**src/rtl/core/lbf_pkg.sv**
```systemverilog
// Lamp brightness filter package: sizes, register codes, queue entry and
// configuration structs, sequencer states.
// No dependencies; used by every module of the block.
`timescale 1ns / 1ps

package lbf_pkg;

  localparam int unsigned NUM_ROWS   = 10;
  localparam int unsigned NUM_COLS   = 18;
  localparam int unsigned LAMP_COUNT = NUM_ROWS * NUM_COLS;
  localparam int unsigned LAMP_AW    = $clog2(LAMP_COUNT);
  localparam int unsigned MAX_LEVELS = 64;
  localparam int unsigned MIN_LEVELS = 8;

  localparam int unsigned Q16_W   = 17;     // unsigned Q1.16, up to 1.0
  localparam int unsigned LVL_W   = 7;      // levels register
  localparam int unsigned INT_W   = 6;      // intensity / level
  localparam int unsigned FILT_W  = 22;     // Q6.16 filter value
  localparam int unsigned CNT_W   = 16;     // on-count and period length
  localparam int unsigned CYC_W   = 64;
  localparam int unsigned IDX_W   = 8;
  localparam int unsigned P1_W    = CNT_W + INT_W;   // count * top
  localparam int unsigned NUM_W   = P1_W + Q16_W;    // count * top * dimming
  localparam int unsigned PROD_W  = FILT_W + Q16_W;  // alpha * difference
  localparam int unsigned CFG_IW  = 2;

  localparam logic [Q16_W-1:0] ONE_Q16     = Q16_W'(65536);
  localparam logic [Q16_W-1:0] RISE_RESET  = Q16_W'(29491);
  localparam logic [Q16_W-1:0] FALL_RESET  = Q16_W'(2621);
  localparam logic [LVL_W-1:0] LVL_RESET   = LVL_W'(8);
  localparam logic [CNT_W-1:0] DELTA_MAX   = CNT_W'(65535);

  localparam int unsigned QUEUE_DEPTH = 2;
  localparam int unsigned QUEUE_AW    = $clog2(QUEUE_DEPTH);
  localparam int unsigned QUEUE_CW    = $clog2(QUEUE_DEPTH + 1);

  typedef enum logic [CFG_IW-1:0] {
    CFG_DIMMING = 2'd0,
    CFG_RISE    = 2'd1,
    CFG_FALL    = 2'd2,
    CFG_LEVELS  = 2'd3
  } cfg_idx_e;

  localparam logic CMD_PERIOD  = 1'b0;
  localparam logic CMD_LAMP    = 1'b1;
  localparam logic KIND_PERIOD = 1'b0;
  localparam logic KIND_LAMP   = 1'b1;

  typedef struct packed {
    logic [Q16_W-1:0] dimming;
    logic [Q16_W-1:0] rise_alpha;
    logic [Q16_W-1:0] fall_alpha;
    logic [LVL_W-1:0] levels;
  } cfg_t;

  // One classified item between the front and the back
  typedef struct packed {
    logic             kind;
    logic             skip;
    logic             in_range;
    logic [IDX_W-1:0] idx;
    logic [CNT_W-1:0] count;
    logic [CNT_W-1:0] period;
  } job_t;

  typedef enum logic [2:0] {
    ST_IDLE,
    ST_MUL,
    ST_CHECK,
    ST_DIV,
    ST_FMUL,
    ST_FUPD,
    ST_EMIT
  } back_state_e;

endpackage

```
**src/rtl/core/lbf_front.sv**
```systemverilog
// Front end: accepts items, tracks the period reference and length, and
// turns each item into a queue entry. Depends on lbf_pkg.
`timescale 1ns / 1ps

module lbf_front (
  input  logic                       clk_i,
  input  logic                       rst_ni,
  input  logic                       in_valid_i,
  output logic                       in_ready_o,
  input  logic                       cmd_i,
  input  logic [63:0]                cycle_count_i,
  input  logic [7:0]                 light_index_i,
  input  logic [15:0]                on_count_i,
  input  logic                       full_i,
  output logic                       push_o,
  output lbf_pkg::job_t              job_o
);
  import lbf_pkg::*;

  logic [CYC_W-1:0] last_q, last_d;
  logic             primed_q, primed_d;
  logic [CNT_W-1:0] period_q, period_d;
  logic             pskip_q, pskip_d;
  logic [CYC_W-1:0] delta;
  logic             accept;
  logic             in_range;

  assign in_ready_o = !full_i;
  assign accept     = in_valid_i && !full_i;
  assign push_o     = accept;
  assign delta      = cycle_count_i - last_q;
  assign in_range   = light_index_i < IDX_W'(LAMP_COUNT);

  always_comb begin
    last_d   = last_q;
    primed_d = primed_q;
    period_d = period_q;
    pskip_d  = pskip_q;
    job_o    = '0;
    if (cmd_i == CMD_PERIOD) begin
      job_o.kind = KIND_PERIOD;
      if (!primed_q) begin
        job_o.skip = 1'b1;
        if (accept) begin
          last_d   = cycle_count_i;
          primed_d = 1'b1;
        end
      end else if (delta == '0) begin
        job_o.skip = 1'b1;
        if (accept) pskip_d = 1'b1;
      end else begin
        job_o.skip = 1'b0;
        if (accept) begin
          last_d   = cycle_count_i;
          period_d = (delta[CYC_W-1:CNT_W] != '0) ? DELTA_MAX : delta[CNT_W-1:0];
          pskip_d  = 1'b0;
        end
      end
    end else begin
      job_o.kind     = KIND_LAMP;
      job_o.in_range = in_range;
      job_o.idx      = light_index_i;
      job_o.count    = on_count_i;
      job_o.period   = period_q;
      job_o.skip     = !in_range || pskip_q || (period_q == '0);
    end
  end

  always_ff @(posedge clk_i or negedge rst_ni) begin
    if (!rst_ni) begin
      last_q   <= '0;
      primed_q <= 1'b0;
      period_q <= '0;
      pskip_q  <= 1'b1;
    end else begin
      last_q   <= last_d;
      primed_q <= primed_d;
      period_q <= period_d;
      pskip_q  <= pskip_d;
    end
  end

endmodule

```
**config.mk**
```make
export PLATFORM = sky130hd
export DESIGN_NAME = lbf_front
export DESIGN_NICKNAME = d
export VERILOG_FILES = /design/src/rtl/core/lbf_pkg.sv /design/src/rtl/core/lbf_front.sv
export SDC_FILE = /design/constraint.sdc
export NUM_CORES = 1
export LEC_CHECK = 0
export ABC_AREA = 1
export BUFFER_PORTS_ARGS = -buffer_cell sky130_fd_sc_hd__buf_2
export CAP_MARGIN = 15
export CORE_UTILIZATION = 60
export DETAILED_ROUTE_END_ITERATION = 12
export GPL_ROUTABILITY_DRIVEN = 0
export MAX_ROUTING_LAYER = met4
export PLACE_DENSITY = 0.91
export SLEW_MARGIN = 30
export SYNTH_ARGS = -nofsm -noshare
export SYNTH_HDL_FRONTEND = slang
export SYNTH_SLANG_ARGS = --single-unit
```
**constraint.sdc**
```tcl
create_clock -name clk_i -period 3.87 [get_ports clk_i]
set_input_delay 0.5805 -clock clk_i [delete_from_list [all_inputs] [get_ports clk_i]]
set_output_delay 0.5805 -clock clk_i [all_outputs]
set_load 0.02 [all_outputs]
```
# Yosys cells after proc, flatten, opt, wreduce, memory -nomap -nowiden
# Cells that the tools add are included.
# Widths: inputs -> output; s select.
# classes
addsub	1
multipliers	0
div	0
magnitude_cmp	1
eq_ne	1
shifts	0
muxes	13
n_bitwise	2
n_reduce_logical	11
# op_table
cell	count
$mux 64	3
$logic_not 64->1	1
$sub 64x64->64	1
$reduce_bool 48->1	1
$mux 41	1
$logic_not 16->1	1
$mux 16	1
$lt 8x8->1 const B	1
$mux 1	7
$reduce_and 4->1	1
$reduce_and 3->1	1
$logic_not 1->1	2
$logic_or 1x1->1	2
$mux 2	1
$ne 2x2->1 const B	1
$not 1->1	2
$reduce_and 2->1	1
$logic_and 1x1->1	1
# totals
ff_bits	82
latchBits	0
mem_bits_rw	0
mem_bits_ro	0
output_inout_bits	45
wordCells	33
memories	0

# Logic depth before layout (Yosys ltp)
# depth
word_depth	5
depth_mapped	26
depth_no_buf	25

# Worst setup path after synthesis
# Ideal clock, no wire load.
# synth_path
kind	input-to-output
start	input port cycle_count_i[0]
end	output port job_o[41] (netlist name)
t_arrival_ps	3130
required_time_ps	3289
setup_slack_ps	160
path_stages	21
n_path_buf	1
cell_sequence	inv_1 ha_1 fa_1 inv_1 nand3_1 nand2_1 nand2_1 nand2_1 nand2_1 nand3_1 nand2_1 nand3_1 nand2_1 nor2_1 nand2_1 nor2_1 nand2_2 nor2_8 buf_2 nand2_1 a22oi_1
# synth_rtl
item	line_no	text
from (decl)	lbf_front.sv:11	input logic [63:0] cycle_count_i,
to (decl)	lbf_front.sv:16	output lbf_pkg::job_t job_o

==> results.sh <==
export IMPL_startpoint_type="register"
export IMPL_drc=0
export IMPL_p_int_w=0.00269
export IMPL_grt_pass1_vias=11800
export IMPL_pwr_share_clk_pct=19.2
export IMPL_final_common_cell="nand2_1"
export IMPL_combPwrFrac_pct=60.2
export IMPL_vias=13300
export IMPL_overflow=0
export IMPL_cts_made_buffers=9
export IMPL_max_slew_margin_pct=47.1
export IMPL_post_route_period_util_pct=100
export IMPL_power_density_nw_per_um2=382
export IMPL_place_hpwl_um=26300
export IMPL_drv_cap=0
export IMPL_hp_class="input port to async pin"
export IMPL_num_antenna_cells=0
export IMPL_firstDrtPassIters=9
export IMPL_cts_tree="built"
export IMPL_crit_reg2reg_launch="last_q[7]"
export IMPL_finalNonFillerCells=2438
export IMPL_drt_iter0_drc=1593
export IMPL_ys_types=38
export IMPL_dp_cells=2409
export IMPL_switching_share_pct=48.6
export IMPL_die_h_um=138
export IMPL_clkTransAtPathRegs_ps=70
export IMPL_cp_required_ps=3290
export IMPL_cts_sinks=82
export IMPL_die_width_um=138
export IMPL_peakVddDrop_uv=341
export IMPL_core_um2=18000
export IMPL_sequentialPowerShare_pct=20.7
export IMPL_met3_usage_pct=6.66
export IMPL_violations="setup timing"
export IMPL_clk_latency_ps=370
export IMPL_avgSynthCellArea_um2=5.51
export IMPL_total_power_w=0.00523
export IMPL_pre_cts_ws_ps=-76.5
export IMPL_endpoint_kind="primary output"
export IMPL_r2r_worst_path_cells=23
export IMPL_antenna_found_initial=0
export IMPL_tns_ps=-3.91
export IMPL_netlist_instances=2011
export IMPL_yosys_warnings=0
export IMPL_dieArea_um2=19000
export IMPL_drt_vias_per_instance=5.48
export IMPL_avgRoutedWirePerCell_um=14.8
export IMPL_whs_ps=228
export IMPL_wirelength_um=36200
export IMPL_syn_num_nets=2168
export IMPL_fin_nets=2361
export IMPL_status="complete, but fails checks"
export IMPL_ys_seq_elements=82
export IMPL_worstMarginPinSlew_ps=794
export IMPL_synthesis_area_um2=11100
export IMPL_met2_usage_pct=59.5
export IMPL_crit_type="register to primary output"
export IMPL_period_minus_slack_ps=3870
export IMPL_setup_viol=1
export IMPL_ys_seq_area_share_pct=18.5
export IMPL_fmax_mhz=258
export IMPL_hold_violations=0
export IMPL_cts_path_max_buffers=2
export IMPL_layout_drive_gt1_share_pct=24.5
export IMPL_syn_to_final_growth_pct=23.5
export IMPL_cp_data_arrival_time_ps=3290
export IMPL_power_leakage_nw=8.36
export IMPL_use_met1_pct=42.0
export IMPL_rr_endpoint="last_q[9]"
export IMPL_grt_busiest_layer="met2"
export IMPL_fin_skew_ps=12.1
export IMPL_p_switching_w=0.00254
export IMPL_grt_max_degree=83
export IMPL_htreeDepth=3
export IMPL_fillers=1323
export IMPL_io_buffers=137
export IMPL_ant_nets=0
export IMPL_worst_slack_ps=-3.91
export IMPL_initial_core_util_pct=61.4
export IMPL_reg2reg_slack_ps=250
export IMPL_ioPinCount=138
export IMPL_fp_row_count=49
export IMPL_critPathMaxFanout=3
export IMPL_drv_slew=0
export IMPL_grt_usage_pct=36.6
export IMPL_cts_root_buf="clkbuf_16"
export IMPL_grt_pass1_wl_um=53000
export IMPL_layout_common_cells="nand2_1 (823), inv_1 (443), buf_2 (135), nor2_1 (87), nand3_1 (83)"
-- metrics by stage --
step	utilization, %	cell area (um2)
floorplan	-	11100
global placement	68.6	12400
detailed placement	68.6	12400
global route	75.9	13700
finish	75.9	13700
CTS	70.7	12700
-- per-layer routing --
layer | share of wire, % | vias up
met5 | 0 | -
met2 | 46 | 762
met1 | 37 | 6003
met4 | 6.4 | 0
met3 | 10 | 229
li1 | - | 6355
-- critical path, cell delays in order, from the launching register on --
cell	delay, ps
dfrtp_1	400
inv_1	110
ha_4	220
buf_4	150
nand2_1	80
nand2_2	90
nand2_1	80
nand2_1	100
nand2_1	80
nand2_1	70
nand2_1	60
nand3b_1	150
buf_4	180
xor2_1	160
nor2_1	110
nand2_1	70
nor2_2	150
nand2_2	140
nor2_8	130
nand2_1	80
a22oi_2	160
buf_6	140
-- registers in the layout, summed over array words and instances (netlist names) --
signal / flops
last_q: 64
pskip_q: 1
period_q: 16
primed_q: 1
-- what timing repair did --
item | CTS | global route
cloned | 0 | 0
pin swaps | 5 | 31
buffers inserted | 2 | 11
endpoints found under the setup margin | 1 | 5
hold buffers | 0 | 0
resized for setup | 11 | 199
-- power by group through the flow --
stage / combinational [W] / clock (W) / sequential, W
after floorplan: 0.00185 / 0 / 0.00107
after global placement: 0.00255 / 0 / 0.00108
after detailed placement: 0.00262 / 0 / 0.00109
after CTS: 0.00266 / 0.000994 / 0.00108
after global routing: 0.00345 / 0.00103 / 0.00110
final: 0.00315 / 0.00100 / 0.00108
-- how the worst max path moves through the flow --
stage | to | cells past startpoint | startpoint | slack, ps
floorplan | job_o[41] | 21 | cycle_count_i[0] | 160
detailed placement | job_o[41] | 22 | cycle_count_i[0] | -80
CTS | job_o[41] | 22 | last_q[2] | 8
global placement | job_o[41] | 23 | cycle_count_i[14] | -40
finish | job_o[41] | 21 | last_q[7] | -4
global route | last_q[9] | 23 | last_q[7] | -330
-- cell usage after synthesis --
| cell | instances | area, um2 |
|---|---|---|
| nand3_4 | 3 | 52.6 |
| clkbuf_1 | 14 | 52.6 |
| nand3b_1 | 3 | 22.5 |
| nand3_2 | 64 | 641 |
| xnor2_1 | 12 | 105 |
| nor2_2 | 19 | 119 |
| dfrtp_1 | 81 | 2030 |
| buf_8 | 1 | 15.0 |
| nor3_1 | 11 | 55.1 |
| inv_1 | 449 | 1690 |
| o21ai_0 | 5 | 25.0 |
| buf_2 | 3 | 15.0 |
| nand3_1 | 96 | 480 |
| a22oi_1 | 1 | 7.51 |
| inv_2 | 15 | 56.3 |
| ha_1 | 63 | 788 |
| a21oi_1 | 43 | 215 |
| buf_6 | 7 | 78.8 |
| buf_4 | 7 | 52.6 |
| nand2_1 | 884 | 3320 |
| and2_1 | 9 | 56.3 |
| clkinv_1 | 3 | 11.3 |
| a41oi_1 | 1 | 8.76 |
| nand2_4 | 1 | 11.3 |
| nor2_8 | 2 | 40.0 |
| dfstp_2 | 1 | 26.3 |
| nor3_2 | 3 | 30.0 |
| a31oi_1 | 1 | 6.26 |
| xor2_1 | 15 | 131 |
| nor4_1 | 7 | 43.8 |
| nor2_1 | 125 | 469 |
| nand4_1 | 35 | 219 |
| o21bai_1 | 2 | 15.0 |
| and3_1 | 2 | 12.5 |
| nand2_2 | 17 | 106 |
| nor2_4 | 4 | 45.0 |
| fa_1 | 1 | 20.0 |
| o211ai_1 | 1 | 7.51 |
-- kinds of logic (layout without fill, tap and decap cells) --
logic type               Yosys count  in the layout  share of synthesized area [%]
flip-flops                        82             82                           18.5
AO/OA/AOI/OAI                     54             54                           2.58
AND/OR/NAND/NOR                 1285           1285                           51.7
buffers and inverters            499            697                           17.8
XOR/XNOR                          27             27                           2.14
adder cells (fa/ha/maj)           64             64                           7.30
-- cell type report --
class | count | area, um2 | area share, %
Clock buffer | 9 | 225 | 1.65
Clock inverter | 7 | 105 | 0.768
Inverter | 467 | 1750 | 12.8
Multi-Input combinational cell | 1430 | 7940 | 58.1
Sequential cell | 82 | 2050 | 15.0
Tap cell | 229 | 287 | 2.09
Timing Repair Buffer | 214 | 1310 | 9.60
Note: power is estimated with default switching activity, not from simulation.
