**src/rtl/core/lbf_pkg.sv**
```systemverilog
// Lamp brightness filter package: sizes, register codes, queue entry and
// configuration structs, sequencer states.
// No dependencies; used by every module of the block.
`timescale 1ns / 1ps

package lbf_pkg;

  localparam int unsigned NUM_ROWS   = 10;
  localparam int unsigned NUM_COLS   = 18;
  localparam int unsigned LAMP_COUNT = NUM_ROWS * NUM_COLS;
  localparam int unsigned LAMP_AW    = $clog2(LAMP_COUNT);
  localparam int unsigned MAX_LEVELS = 64;
  localparam int unsigned MIN_LEVELS = 8;

  localparam int unsigned Q16_W   = 17;     // unsigned Q1.16, up to 1.0
  localparam int unsigned LVL_W   = 7;      // levels register
  localparam int unsigned INT_W   = 6;      // intensity / level
  localparam int unsigned FILT_W  = 22;     // Q6.16 filter value
  localparam int unsigned CNT_W   = 16;     // on-count and period length
  localparam int unsigned CYC_W   = 64;
  localparam int unsigned IDX_W   = 8;
  localparam int unsigned P1_W    = CNT_W + INT_W;   // count * top
  localparam int unsigned NUM_W   = P1_W + Q16_W;    // count * top * dimming
  localparam int unsigned PROD_W  = FILT_W + Q16_W;  // alpha * difference
  localparam int unsigned CFG_IW  = 2;

  localparam logic [Q16_W-1:0] ONE_Q16     = Q16_W'(65536);
  localparam logic [Q16_W-1:0] RISE_RESET  = Q16_W'(29491);
  localparam logic [Q16_W-1:0] FALL_RESET  = Q16_W'(2621);
  localparam logic [LVL_W-1:0] LVL_RESET   = LVL_W'(8);
  localparam logic [CNT_W-1:0] DELTA_MAX   = CNT_W'(65535);

  localparam int unsigned QUEUE_DEPTH = 2;
  localparam int unsigned QUEUE_AW    = $clog2(QUEUE_DEPTH);
  localparam int unsigned QUEUE_CW    = $clog2(QUEUE_DEPTH + 1);

  typedef enum logic [CFG_IW-1:0] {
    CFG_DIMMING = 2'd0,
    CFG_RISE    = 2'd1,
    CFG_FALL    = 2'd2,
    CFG_LEVELS  = 2'd3
  } cfg_idx_e;

  localparam logic CMD_PERIOD  = 1'b0;
  localparam logic CMD_LAMP    = 1'b1;
  localparam logic KIND_PERIOD = 1'b0;
  localparam logic KIND_LAMP   = 1'b1;

  typedef struct packed {
    logic [Q16_W-1:0] dimming;
    logic [Q16_W-1:0] rise_alpha;
    logic [Q16_W-1:0] fall_alpha;
    logic [LVL_W-1:0] levels;
  } cfg_t;

  // One classified item between the front and the back
  typedef struct packed {
    logic             kind;
    logic             skip;
    logic             in_range;
    logic [IDX_W-1:0] idx;
    logic [CNT_W-1:0] count;
    logic [CNT_W-1:0] period;
  } job_t;

  typedef enum logic [2:0] {
    ST_IDLE,
    ST_MUL,
    ST_CHECK,
    ST_DIV,
    ST_FMUL,
    ST_FUPD,
    ST_EMIT
  } back_state_e;

endpackage

```
**src/rtl/core/lbf_queue.sv**
```systemverilog
// Short FIFO of classified items between the front and the back.
// Depends on lbf_pkg.
`timescale 1ns / 1ps

module lbf_queue (
  input  logic          clk_i,
  input  logic          rst_ni,
  input  logic          push_i,
  input  lbf_pkg::job_t job_i,
  output logic          full_o,
  input  logic          pop_i,
  output logic          empty_o,
  output lbf_pkg::job_t job_o
);
  import lbf_pkg::*;

  job_t                entry_q [QUEUE_DEPTH];
  logic [QUEUE_AW-1:0] wr_ptr_q, wr_ptr_d;
  logic [QUEUE_AW-1:0] rd_ptr_q, rd_ptr_d;
  logic [QUEUE_CW-1:0] count_q, count_d;

  assign full_o  = count_q == QUEUE_CW'(QUEUE_DEPTH);
  assign empty_o = count_q == '0;
  assign job_o   = entry_q[rd_ptr_q];

  always_comb begin
    wr_ptr_d = wr_ptr_q;
    rd_ptr_d = rd_ptr_q;
    count_d  = count_q;
    if (push_i) begin
      wr_ptr_d = (wr_ptr_q == QUEUE_AW'(QUEUE_DEPTH - 1)) ? '0 : wr_ptr_q + 1'b1;
    end
    if (pop_i) begin
      rd_ptr_d = (rd_ptr_q == QUEUE_AW'(QUEUE_DEPTH - 1)) ? '0 : rd_ptr_q + 1'b1;
    end
    if (push_i && !pop_i) begin
      count_d = count_q + 1'b1;
    end else if (pop_i && !push_i) begin
      count_d = count_q - 1'b1;
    end
  end

  always_ff @(posedge clk_i or negedge rst_ni) begin
    if (!rst_ni) begin
      wr_ptr_q <= '0;
      rd_ptr_q <= '0;
      count_q  <= '0;
    end else begin
      wr_ptr_q <= wr_ptr_d;
      rd_ptr_q <= rd_ptr_d;
      count_q  <= count_d;
    end
  end

  always_ff @(posedge clk_i) begin
    if (push_i) entry_q[wr_ptr_q] <= job_i;
  end

endmodule

```
**config.mk**
```make
export PLATFORM = sky130hd
export DESIGN_NAME = lbf_queue
export DESIGN_NICKNAME = d
export VERILOG_FILES = /design/src/rtl/core/lbf_pkg.sv /design/src/rtl/core/lbf_queue.sv
export SDC_FILE = /design/constraint.sdc
export NUM_CORES = 1
export LEC_CHECK = 0
export BUFFER_PORTS_ARGS = -buffer_cell sky130_fd_sc_hd__buf_2
export CAP_MARGIN = 20
export CORE_MARGIN = 1.5
export CORE_UTILIZATION = 38
export CTS_CLUSTER_DIAMETER = 30
export DETAILED_ROUTE_END_ITERATION = 10
export MAX_ROUTING_LAYER = met4
export SLEW_MARGIN = 0
export SYNTH_ARGS = -nofsm -noshare
export SYNTH_HDL_FRONTEND = slang
export SYNTH_SLANG_ARGS = --single-unit
```
**constraint.sdc**
```tcl
create_clock -name clk_i -period 3.8 [get_ports clk_i]
set_input_delay 0 -clock clk_i [delete_from_list [all_inputs] [get_ports clk_i]]
set_output_delay 0 -clock clk_i [all_outputs]
set_load 0.01 [all_outputs]
```
# Yosys cells after proc, flatten, opt, wreduce, memory -nomap -nowiden
# Memories as Yosys holds them, arrays and structs flattened.
# Index checks and enable logic that the tools add are counted.
[word_totals]
regBits = 4
latch_bits = 0
mem_bits_rw = 86
mem_bits_ro = 0
in_bits = 47
elab_cells = 21
mem_count = 1
[mem_list]
columns = ["memory", "depth", "word_bits", "read_ports", "rd_clocked_by_memory_dff", "wr", "line_no", "rtl"]
rows = [
  ["entry_q", 2, 43, 1, 0, 1, "lbf_queue.sv:17", "job_t entry_q [QUEUE_DEPTH];"],
]
[op_classes]
addsub = 4
mul = 0
div_mod_pow = 0
n_lt_le_gt_ge = 0
eq_ne = 1
n_shift = 0
mux = 6
n_bitwise = 0
reduce_logical = 6
[op_table]
columns = ["cell", "n"]
rows = [
  ["1-bit two-way mux", 4],
  ["2-bit two-way mux", 2],
  ["1-bit adder, second input constant", 2],
  ["2-bit by 1-bit adder with 2-bit output, second input constant", 1],
  ["2-bit == test, second input constant", 1],
  ["1-bit logical AND", 2],
  ["1-bit zero test", 2],
  ["2-bit zero test", 1],
  ["2-bit nonzero test", 1],
  ["2-bit by 1-bit subtractor with 2-bit output, second input constant", 1],
]

# Longest topological paths before layout
# Gate-level depths: netlist of the first run.
[depth]
word_depth = 4
mapped_depth = 5
ltp_nobuf = 5

# Least setup slack after synthesis of the first run
# Ideal clock, no wire load.
[synth_path]
path_kind = "reg-to-reg"
from = "register wr_ptr_q"
to = "memory entry_q[0][0] (netlist bit), enable pin"
setup_ns = 0.449
arrival_time_ns = 2.325
required_ns = 3.351
path_slack_ns = 1.027
path_stages_with_launch = 2
path_buffers = 0
cell_sequence = "dfrtp_1 nor2b_1"
[synth_rtl]
columns = ["item", "line_no", "rtl"]
rows = [
  ["from (decl)", "lbf_queue.sv:18", "logic [QUEUE_AW-1:0] wr_ptr_q, wr_ptr_d;"],
  ["from (signal assigned)", "lbf_queue.sv:49", "wr_ptr_q <= wr_ptr_d;"],
  ["to (decl)", "lbf_queue.sv:17", ""],
]
# No word-level cell before the write port.

==> results_dict.tcl, run 1 <==
set metrics [dict create \
    status "finished with violations" \
    violations "design-rule violations" \
    fill_cells 699 \
    fmax_mhz 442 \
    crit_path_start_kind "flop" \
    path_class "flop to output pin" \
    period_needed_ns 2.26 \
    ff2ff_path_depth 2 \
    cp.arrival_ns 2.26 \
    cts.htree.levels 3 \
    end_kind "output pin" \
    yosysTopAreaCellShare_pct 74.0 \
    timing.rr.start "wr_ptr_q$_DFFE_PN0P_" \
    final-max-slew-violation-count 0 \
    syn_inst 150 \
    dieArea_um2 9770 \
    routedWlPerCell_um 14.3 \
    initial_utilization_pct 39.6 \
    hold_viol_final 0 \
    grt_max_degree 44 \
    via_per_inst 4.48 \
    drv_cap 0 \
    fin_skew_ns 0.00490 \
    met3_usage_pct 2.98 \
    drive_above_1_share_pct 51.0 \
    ant_nets 0 \
    synth_nets 198 \
    synth_area_leaders "edfxtp_1 74%, mux2_4 17%, dfrtp_1 2.9%" \
    hold_class "input port to flop" \
    hold_start "job_i[17]" \
    r2r_slack_ns 2.05 \
    synth.largest_area_cell "edfxtp_1" \
    crit_start "rd_ptr_q$_DFFE_PN0P_" \
    clk_pin_slew_ns 0.08 \
    rows 34 \
    antenna_found_initial 0 \
    first_pass_iters 7 \
    slowest_stage "dfrtp_2" \
    ys_warn_count 0 \
    setup_viol 0 \
    ys_seq_area_share_pct 76.8 \
    min_to "entry_q[1][17]$_DFFE_PP_" \
    worst_pin_slew_ns 1.01 \
    min_period_over_period_pct 59.5 \
    use_met2_pct 20.8 \
    synthToLayoutAreaGrowth_pct 34.7 \
    pre_cts_ws_ns 1.86 \
    synth_cell_types 13 \
    cts_buffers 9 \
    fin_nets 345 \
    grt_pass1_vias 1867 \
    pin_count 92 \
    cp_max_fo 32 \
    path_buf_inv 2 \
    post-route-drc-count 8 \
    ys_ff_latch 90 \
    final_cell_mix "91 x buf_2, 86 x edfxtp_1, 47 x dlygate4sd3_1, 39 x mux2_4, 10 x clkbuf_8" \
    critical_path.cell_chain "buf_4 > mux2_4 > buf_2" \
    diodes 0 \
    r2r-end "entry_q[0][28]$_DFFE_PP_" \
    max_stage_delay_ns 1.04 \
    globalRoute.totalOverflow 0 \
    grt_usage_pct 12.9 \
    wl_um 5880 \
    cts_tree "built" \
    core_um2 8810 \
    vdd_drop_max_mv 0.279 \
    die_x_um 98.8 \
    gp_routability_congestion 0.665 \
    grt.busiest_layer "met2" \
    crit_family "flip-flops" \
    io_buffers 91 \
    setup_slack_ns 1.54 \
    p_per_area_nw_per_um2 649 \
    p_leak_nw 1.90 \
    avgSynthCellArea_um2 23.3 \
    rsz0062_at_grt "no" \
    cts.path.max_buffers 2 \
    cts_sinks 90 \
    cts-root-buf "clkbuf_8" \
    clock_latency_ns 0.35 \
    met1_usage_pct 15.4 \
    whs_path_depth 2 \
    die_y_um 98.8 \
    setup_tns_ns 0 \
    grt_pass1_wl_um 9110 \
    drt_iter0_drc 57 \
    num_vias 1836 \
    critPathRequiredTime_ns 3.80 \
    maxSlewHeadroom_pct 32.7 \
    final_common_cell "buf_2" \
    netlist_area_um2 3490 \
]
timing repair:
action                                 CTS  global route
gates resized for setup                  0             0
hold buffers                            47             0
buffers inserted                         0             0
endpoints found under the hold margin   92             0
setup endpoints to repair                0             0
power by group:
part	internal, mW	total [mW]	leakage, nW	switching, mW
registers	1.32	1.46	0.853	0.148
logic	0.549	0.951	0.961	0.402
clock network	0.323	0.638	0.0888	0.316
final cells by class:
class	instances	area, µm²	area share (%)
repair buffers	141	961	20.4
multi-input cells	54	722	15.3
inverters	1	3.75	0.0798
clock inverters	4	52.6	1.12
well taps	108	135	2.87
flip-flops and latches	90	2680	57.1
clock buffers	12	145	3.09
how the worst max path moves through the flow:
stage	endpoint	slack [ns]	cells after the start
after floorplan	entry_q[0][0]$_DFFE_PP_	1.03	1
after global placement	job_o[7]	1.88	3
after detailed placement	job_o[7]	1.86	3
after CTS	job_o[7]	1.46	3
after global routing	job_o[37]	1.38	3
final	job_o[37]	1.54	3
cell families (layout without fill, tap and decap cells):
kind of cell	after synthesis	after routing	synth area share, %
multiplexers	43	43	18.1
adder cells (fa/ha/maj)	1	1	0.358
XOR/XNOR	5	5	1.25
flip-flops	90	90	76.8
AND/OR/NAND/NOR	5	5	0.753
buffers and inverters	6	158	2.72
worst reg2reg max path: cells and delay by family, from the launching register on:
family                 cells  cell delay [ns]
buffers and inverters      1             0.44
and+or+nand+nor            1             0.55
DFF                        1             0.43
cell usage after synthesis:
cell type	instances
buf_6	1
and2_1	1
mux2_2	4
dfrtp_1	4
edfxtp_1	86
xor2_1	4
mux2_4	39
ha_1	1
inv_1	1
nor2b_1	2
xnor2_1	1
nor2_1	2
buf_12	4
metrics by stage:
step | power [mW] | utilization, % | hold slack, ns | instance area [µm²] | cells
5_1_grt | 3.22 | 53.4 | 0.351 | 4700 | 410
3_3_place_gp | 2.40 | 45.6 | -0.191 | 4020 | 346
3_5_place_dp | 2.41 | 45.6 | -0.190 | 4020 | 346
2_1_floorplan | 2.17 | - | -0.296 | 3490 | 150
4_1_cts | 3.09 | 53.2 | 0.348 | 4680 | 409
6_report | 3.05 | 53.4 | 0.372 | 4700 | 410
registers in the layout, summed over array words and instances, names as in the netlist:
name and cells:
rd_ptr_q 1, wr_ptr_q 1, entry_q 86, count_q 2
routing by layer:
layer | share of wire, % | vias to the layer above | wire, µm
met5 | 0 | - | 0
met4 | 1.4 | 0 | 82
met3 | 5.2 | 8 | 308
met2 | 48 | 75 | 2800
met1 | 46 | 879 | 2690
li1 | - | 874 | -
(Power assumes the default switching activity.)
==> run 2: changes to the inputs <==
- clock period: 3.8 -> 2.08 ns (I/O delays scaled with it)
==> results_dict.tcl, run 2 (synthesis gave the netlist of run 1 again) <==
set metrics [dict create \
    dieArea_um2 9770 \
    switching_share_pct 27.8 \
    end_kind "output pin" \
    p_leak_nw 1.93 \
    multiInputGateArea_um2 722 \
    min_period_over_period_pct 85.5 \
    top_register "entry_q" \
    final_util_pct 53.8 \
    routedWlPerCell_um 15.2 \
    setup_viol 0 \
    whs_ns 0.375 \
    wl_um 6250 \
    power.switching_mw 1.58 \
    fin_total_pwr_mw 5.69 \
    fill_cells 704 \
    drive_above_1_share_pct 50.3 \
    seqPwrFrac_pct 45.4 \
    final_cell_mix "91 x buf_2, 86 x edfxtp_1, 47 x dlygate4sd3_1, 39 x mux2_4, 9 x clkbuf_8" \
    fmax_mhz 562 \
    hold_viol_final 0 \
    post_cts_resized 0 \
    status "finished with violations" \
    grt_pass1_vias 1976 \
    seq_area_um2 2680 \
    setup_slack_ns 0.301 \
    cp.arrival_ns 1.78 \
    cts_tree "built" \
    diodes 0 \
    worst_pin_slew_ns 0.410 \
    rows 34 \
    cts.path.max_buffers 2 \
    core_um2 8810 \
    vdd_drop_max_mv 0.636 \
    via_per_inst 4.57 \
    antenna_found_initial 0 \
    cts_sinks 90 \
    first_pass_iters 7 \
    fin_skew_ns 0.00405 \
    intPower_mw 4.11 \
    hold_class "input port to flop" \
    gp_routability_congestion 0.659 \
    comb_power_share_pct 33.3 \
    violations "design-rule violations" \
    clock_latency_ns 0.34 \
    period_needed_ns 1.78 \
    grt_usage_pct 13.6 \
    post-route-drc-count 8 \
    grt_pass1_wl_um 9540 \
    critPathRequiredTime_ns 2.08 \
    cts.htree.levels 3 \
    rsz0062_at_grt "no" \
    maxSlewHeadroom_pct 72.7 \
    cp_max_fo 24 \
    globalRoute.totalOverflow 0 \
    final_common_cell "buf_2" \
    io_buffers 91 \
    final-max-slew-violation-count 0 \
    cts-root-buf "clkbuf_8" \
    setup_tns_ns 0 \
    synthToLayoutAreaGrowth_pct 35.7 \
    cts_buffers 9 \
    drt_iter0_drc 65 \
    grt_max_degree 44 \
    num_vias 1874 \
    p_per_area_nw_per_um2 1200 \
    die_y_um 98.8 \
    fin_nets 346 \
    path_class "flop to output pin" \
    post-dp-hpwl_um 3720 \
    die_x_um 98.8 \
    initial_utilization_pct 39.6 \
    ant_nets 0 \
    drv_cap 0 \
    crit_path_start_kind "flop" \
    postCtsSetupBuffers 0 \
    pre_cts_ws_ns 0.664 \
    clk_pin_slew_ns 0.08 \
    pin_count 92 \
    power_frac_clock_pct 21.4 \
    layout_top_registers "entry_q: 86 flops, count_q: 2 flops" \
    largest_reg_flops 86 \
]
-- run 2: changes by cell type in the layout (fill, tap and decap cells not counted) --
cell,change
buf_4,-1
clkinvlp_4,-3
buf_12,+2
clkbuf_8,-1
clkinv_1,+2
bufinv_16,+1
-- run 2: power groups by stage --
stage | Sequential (mW) | Clock (mW) | Combinational [mW]
floorplan | 2.54 | 0 | 1.42
global route | 2.62 | 1.32 | 2.02
global placement | 2.61 | 0 | 1.85
finish | 2.58 | 1.21 | 1.89
CTS | 2.59 | 1.25 | 1.92
detailed placement | 2.62 | 0 | 1.84
-- run 2: stage by stage --
step	std cells	instance area [µm²]
floorplan	150	3490
global placement	348	4070
detailed placement	348	4070
CTS	410	4740
global route	410	4740
finish	410	4740
-- run 2: area by class of cell --
cell class | count | area share, %
Tap cell | 108 | 2.85
Clock inverter | 4 | 1.43
Inverter | 1 | 0.0792
Timing Repair Buffer | 142 | 21.0
Sequential cell | 90 | 56.7
Multi-Input combinational cell | 54 | 15.2
Clock buffer | 11 | 2.77
-- run 2: per-layer routing --
layer	vias up	track usage, %	part of all wire, %
li1	877	-	-
met1	913	15.6	43
met2	75	22.4	50
met3	9	3.48	6.0
met4	0	6.15	1.2
met5	-	-	0
-- run 2: worst paths after layout --
kind	from	end	slack [ns]	cells after the start
setup / recovery	rd_ptr_q$_DFFE_PN0P_	job_o[27]	0.30	3
max in group asynchronous	rst_ni	rd_ptr_q$_DFFE_PN0P_	1.34	3
min in group asynchronous	rst_ni	rd_ptr_q$_DFFE_PN0P_	0.55	3
hold reg to reg	count_q[1]$_DFFE_PN0P_	count_q[1]$_DFFE_PN0P_	0.50	1
setup reg to reg	wr_ptr_q$_DFFE_PN0P_	entry_q[1][5]$_DFFE_PP_	0.89	2
hold / removal	job_i[13]	entry_q[0][13]$_DFFE_PP_	0.38	2
-- run 2: timing repair --
action | 4_1_cts | 5_1_grt
hold buffers | 47 | 0
endpoints found under the setup margin | 0 | 0
hold endpoints to repair | 92 | 0
-- run 2: worst max-delay path, stage by stage (launching register included) --
cell and delay (ns):
dfrtp_2 0.63, buf_12 0.27, mux2_2 0.37, buf_2 0.15
==> run 3: changes to the inputs <==
- BUFFER_PORTS_ARGS: -buffer_cell sky130_fd_sc_hd__buf_2 -> unset
- DONT_BUFFER_PORTS: unset -> 1
==> results_dict.tcl, run 3 (synthesis gave the netlist of run 1 again) <==
set metrics [dict create \
    whs_path_depth 1 \
    postCtsSetupBuffers 0 \
    maxSlewHeadroom_pct 73.0 \
    cts_buffers 9 \
    wl_um 5490 \
    diodes 0 \
    final_util_pct 48.3 \
    drt_iter0_drc 47 \
    num_vias 1500 \
    dieArea_um2 9770 \
    top_register "entry_q" \
    critPathRequiredTime_ns 2.08 \
    status "finished with violations" \
    largest_reg_flops 86 \
    clock_latency_ns 0.35 \
    grt_pass1_vias 1580 \
    via_per_inst 4.69 \
    drive_above_1_share_pct 29.7 \
    post-dp-hpwl_um 3760 \
    worst_pin_slew_ns 0.405 \
    setup_tns_ns 0 \
    final_cell_mix "86 x edfxtp_1, 47 x dlygate4sd3_1, 39 x mux2_4, 9 x clkbuf_8" \
    rows 34 \
    intPower_mw 3.72 \
    min_to "entry_q[1][16]$_DFFE_PP_" \
    cp.arrival_ns 1.76 \
    gp_routability_congestion 0.696 \
    switching_share_pct 28.3 \
    p_per_area_nw_per_um2 1220 \
    hold_class "input port to flop" \
    violations "design-rule violations" \
    cp_max_fo 22 \
    end_kind "output pin" \
    grt_pass1_wl_um 8410 \
    seqPwrFrac_pct 49.7 \
    setup_viol 0 \
    grt_max_degree 35 \
    fmax_mhz 569 \
    power.switching_mw 1.47 \
    die_y_um 98.8 \
    fin_total_pwr_mw 5.19 \
    crit_path_start_kind "flop" \
    cts.path.max_buffers 2 \
    hold_viol_final 0 \
    min_period_over_period_pct 84.5 \
    fill_cells 739 \
    pin_count 92 \
    period_needed_ns 1.76 \
    ff2ff_path_depth 2 \
    die_x_um 98.8 \
    rsz0062_at_grt "no" \
    globalRoute.totalOverflow 0 \
    post-route-drc-count 8 \
    grt_usage_pct 12.1 \
    r2r_slack_ns 0.73 \
    initial_utilization_pct 39.6 \
    cts.htree.levels 3 \
    hold_start "push_i" \
    core_um2 8810 \
    cts_sinks 90 \
    drv_cap 0 \
    routedWlPerCell_um 17.2 \
    io_buffers 0 \
    cts-root-buf "clkbuf_8" \
    antenna_found_initial 0 \
    fin_nets 255 \
    comb_power_share_pct 29.2 \
    clk_pin_slew_ns 0.09 \
    vdd_drop_max_mv 0.604 \
    final_common_cell "edfxtp_1" \
    timing.rr.start "wr_ptr_q$_DFFE_PN0P_" \
    fin_skew_ns 0.00938 \
    cts_tree "built" \
    r2r-end "entry_q[1][36]$_DFFE_PP_" \
    final-max-slew-violation-count 0 \
    whs_ns 0.122 \
    p_leak_nw 1.55 \
    first_pass_iters 7 \
    power_frac_clock_pct 21.1 \
    layout_top_registers "entry_q: 86 flops, count_q: 2 flops" \
    path_class "flop to output pin" \
    synthToLayoutAreaGrowth_pct 21.9 \
    ant_nets 0 \
]
run 3: cell types whose count changed in the layout (fill, tap and decap cells not counted):
cell and change:
inv_6 +1, bufinv_16 -1, buf_2 -91, clkinv_1 -1, buf_4 +1, clkinvlp_4 +1
buf_12 -1, clkinv_2 +1
run 3: cell type report:
cell class | count | area [µm²] | area share (%)
flip-flops and latches | 90 | 2680 | 63.1
multi-input cells | 54 | 722 | 17.0
repair buffers | 51 | 526 | 12.3
well taps | 108 | 135 | 3.17
clock buffers | 11 | 131 | 3.09
clock inverters | 5 | 55.1 | 1.29
inverters | 1 | 3.75 | 0.0882
run 3: how the worst max path moves through the flow:
stage	start	to	cells after the start
global route	rd_ptr_q$_DFFE_PN0P_	job_o[5]	2
global placement	rd_ptr_q$_DFFE_PN0P_	job_o[11]	2
detailed placement	rd_ptr_q$_DFFE_PN0P_	job_o[33]	2
CTS	rd_ptr_q$_DFFE_PN0P_	job_o[33]	2
floorplan	wr_ptr_q$_DFFE_PN0P_	entry_q[0][0]$_DFFE_PP_	1
finish	rd_ptr_q$_DFFE_PN0P_	job_o[6]	2
run 3: repair_timing:
item,CTS,global route
hold buffers,47,0
resized for setup,0,0
endpoints found under the hold margin,102,0
run 3: worst max-delay path, stage by stage (launching register included):
cell     delay [ns]
dfrtp_2        0.59
buf_4          0.43
mux2_4         0.36
run 3: power groups by stage:
stage                     sequential (mW)  combinational [mW]  clock (mW)
after floorplan                      2.54                1.42           0
after global placement               2.60                1.44           0
after detailed placement             2.63                1.45           0
after CTS                            2.58                1.54        1.14
after global routing                 2.62                1.61        1.21
final                                2.58                1.52        1.10
run 3: routing by layer:
metal  up-vias  part of all wire (%)  track usage (%)
li1        697                     -                -
met1       718                    36             12.3
met4         0                   2.5             6.04
met2        71                    52             20.9
met3        14                   9.0             4.04
met5         -                     0                -
run 3: metrics by stage:
step,setup slack [ns],area [µm²],instances
5_1_grt,0.223,4260,320
3_3_place_gp,0.697,3600,257
4_1_cts,0.286,4260,320
6_report,0.323,4260,320
2_1_floorplan,0.129,3490,150
3_5_place_dp,0.687,3600,257
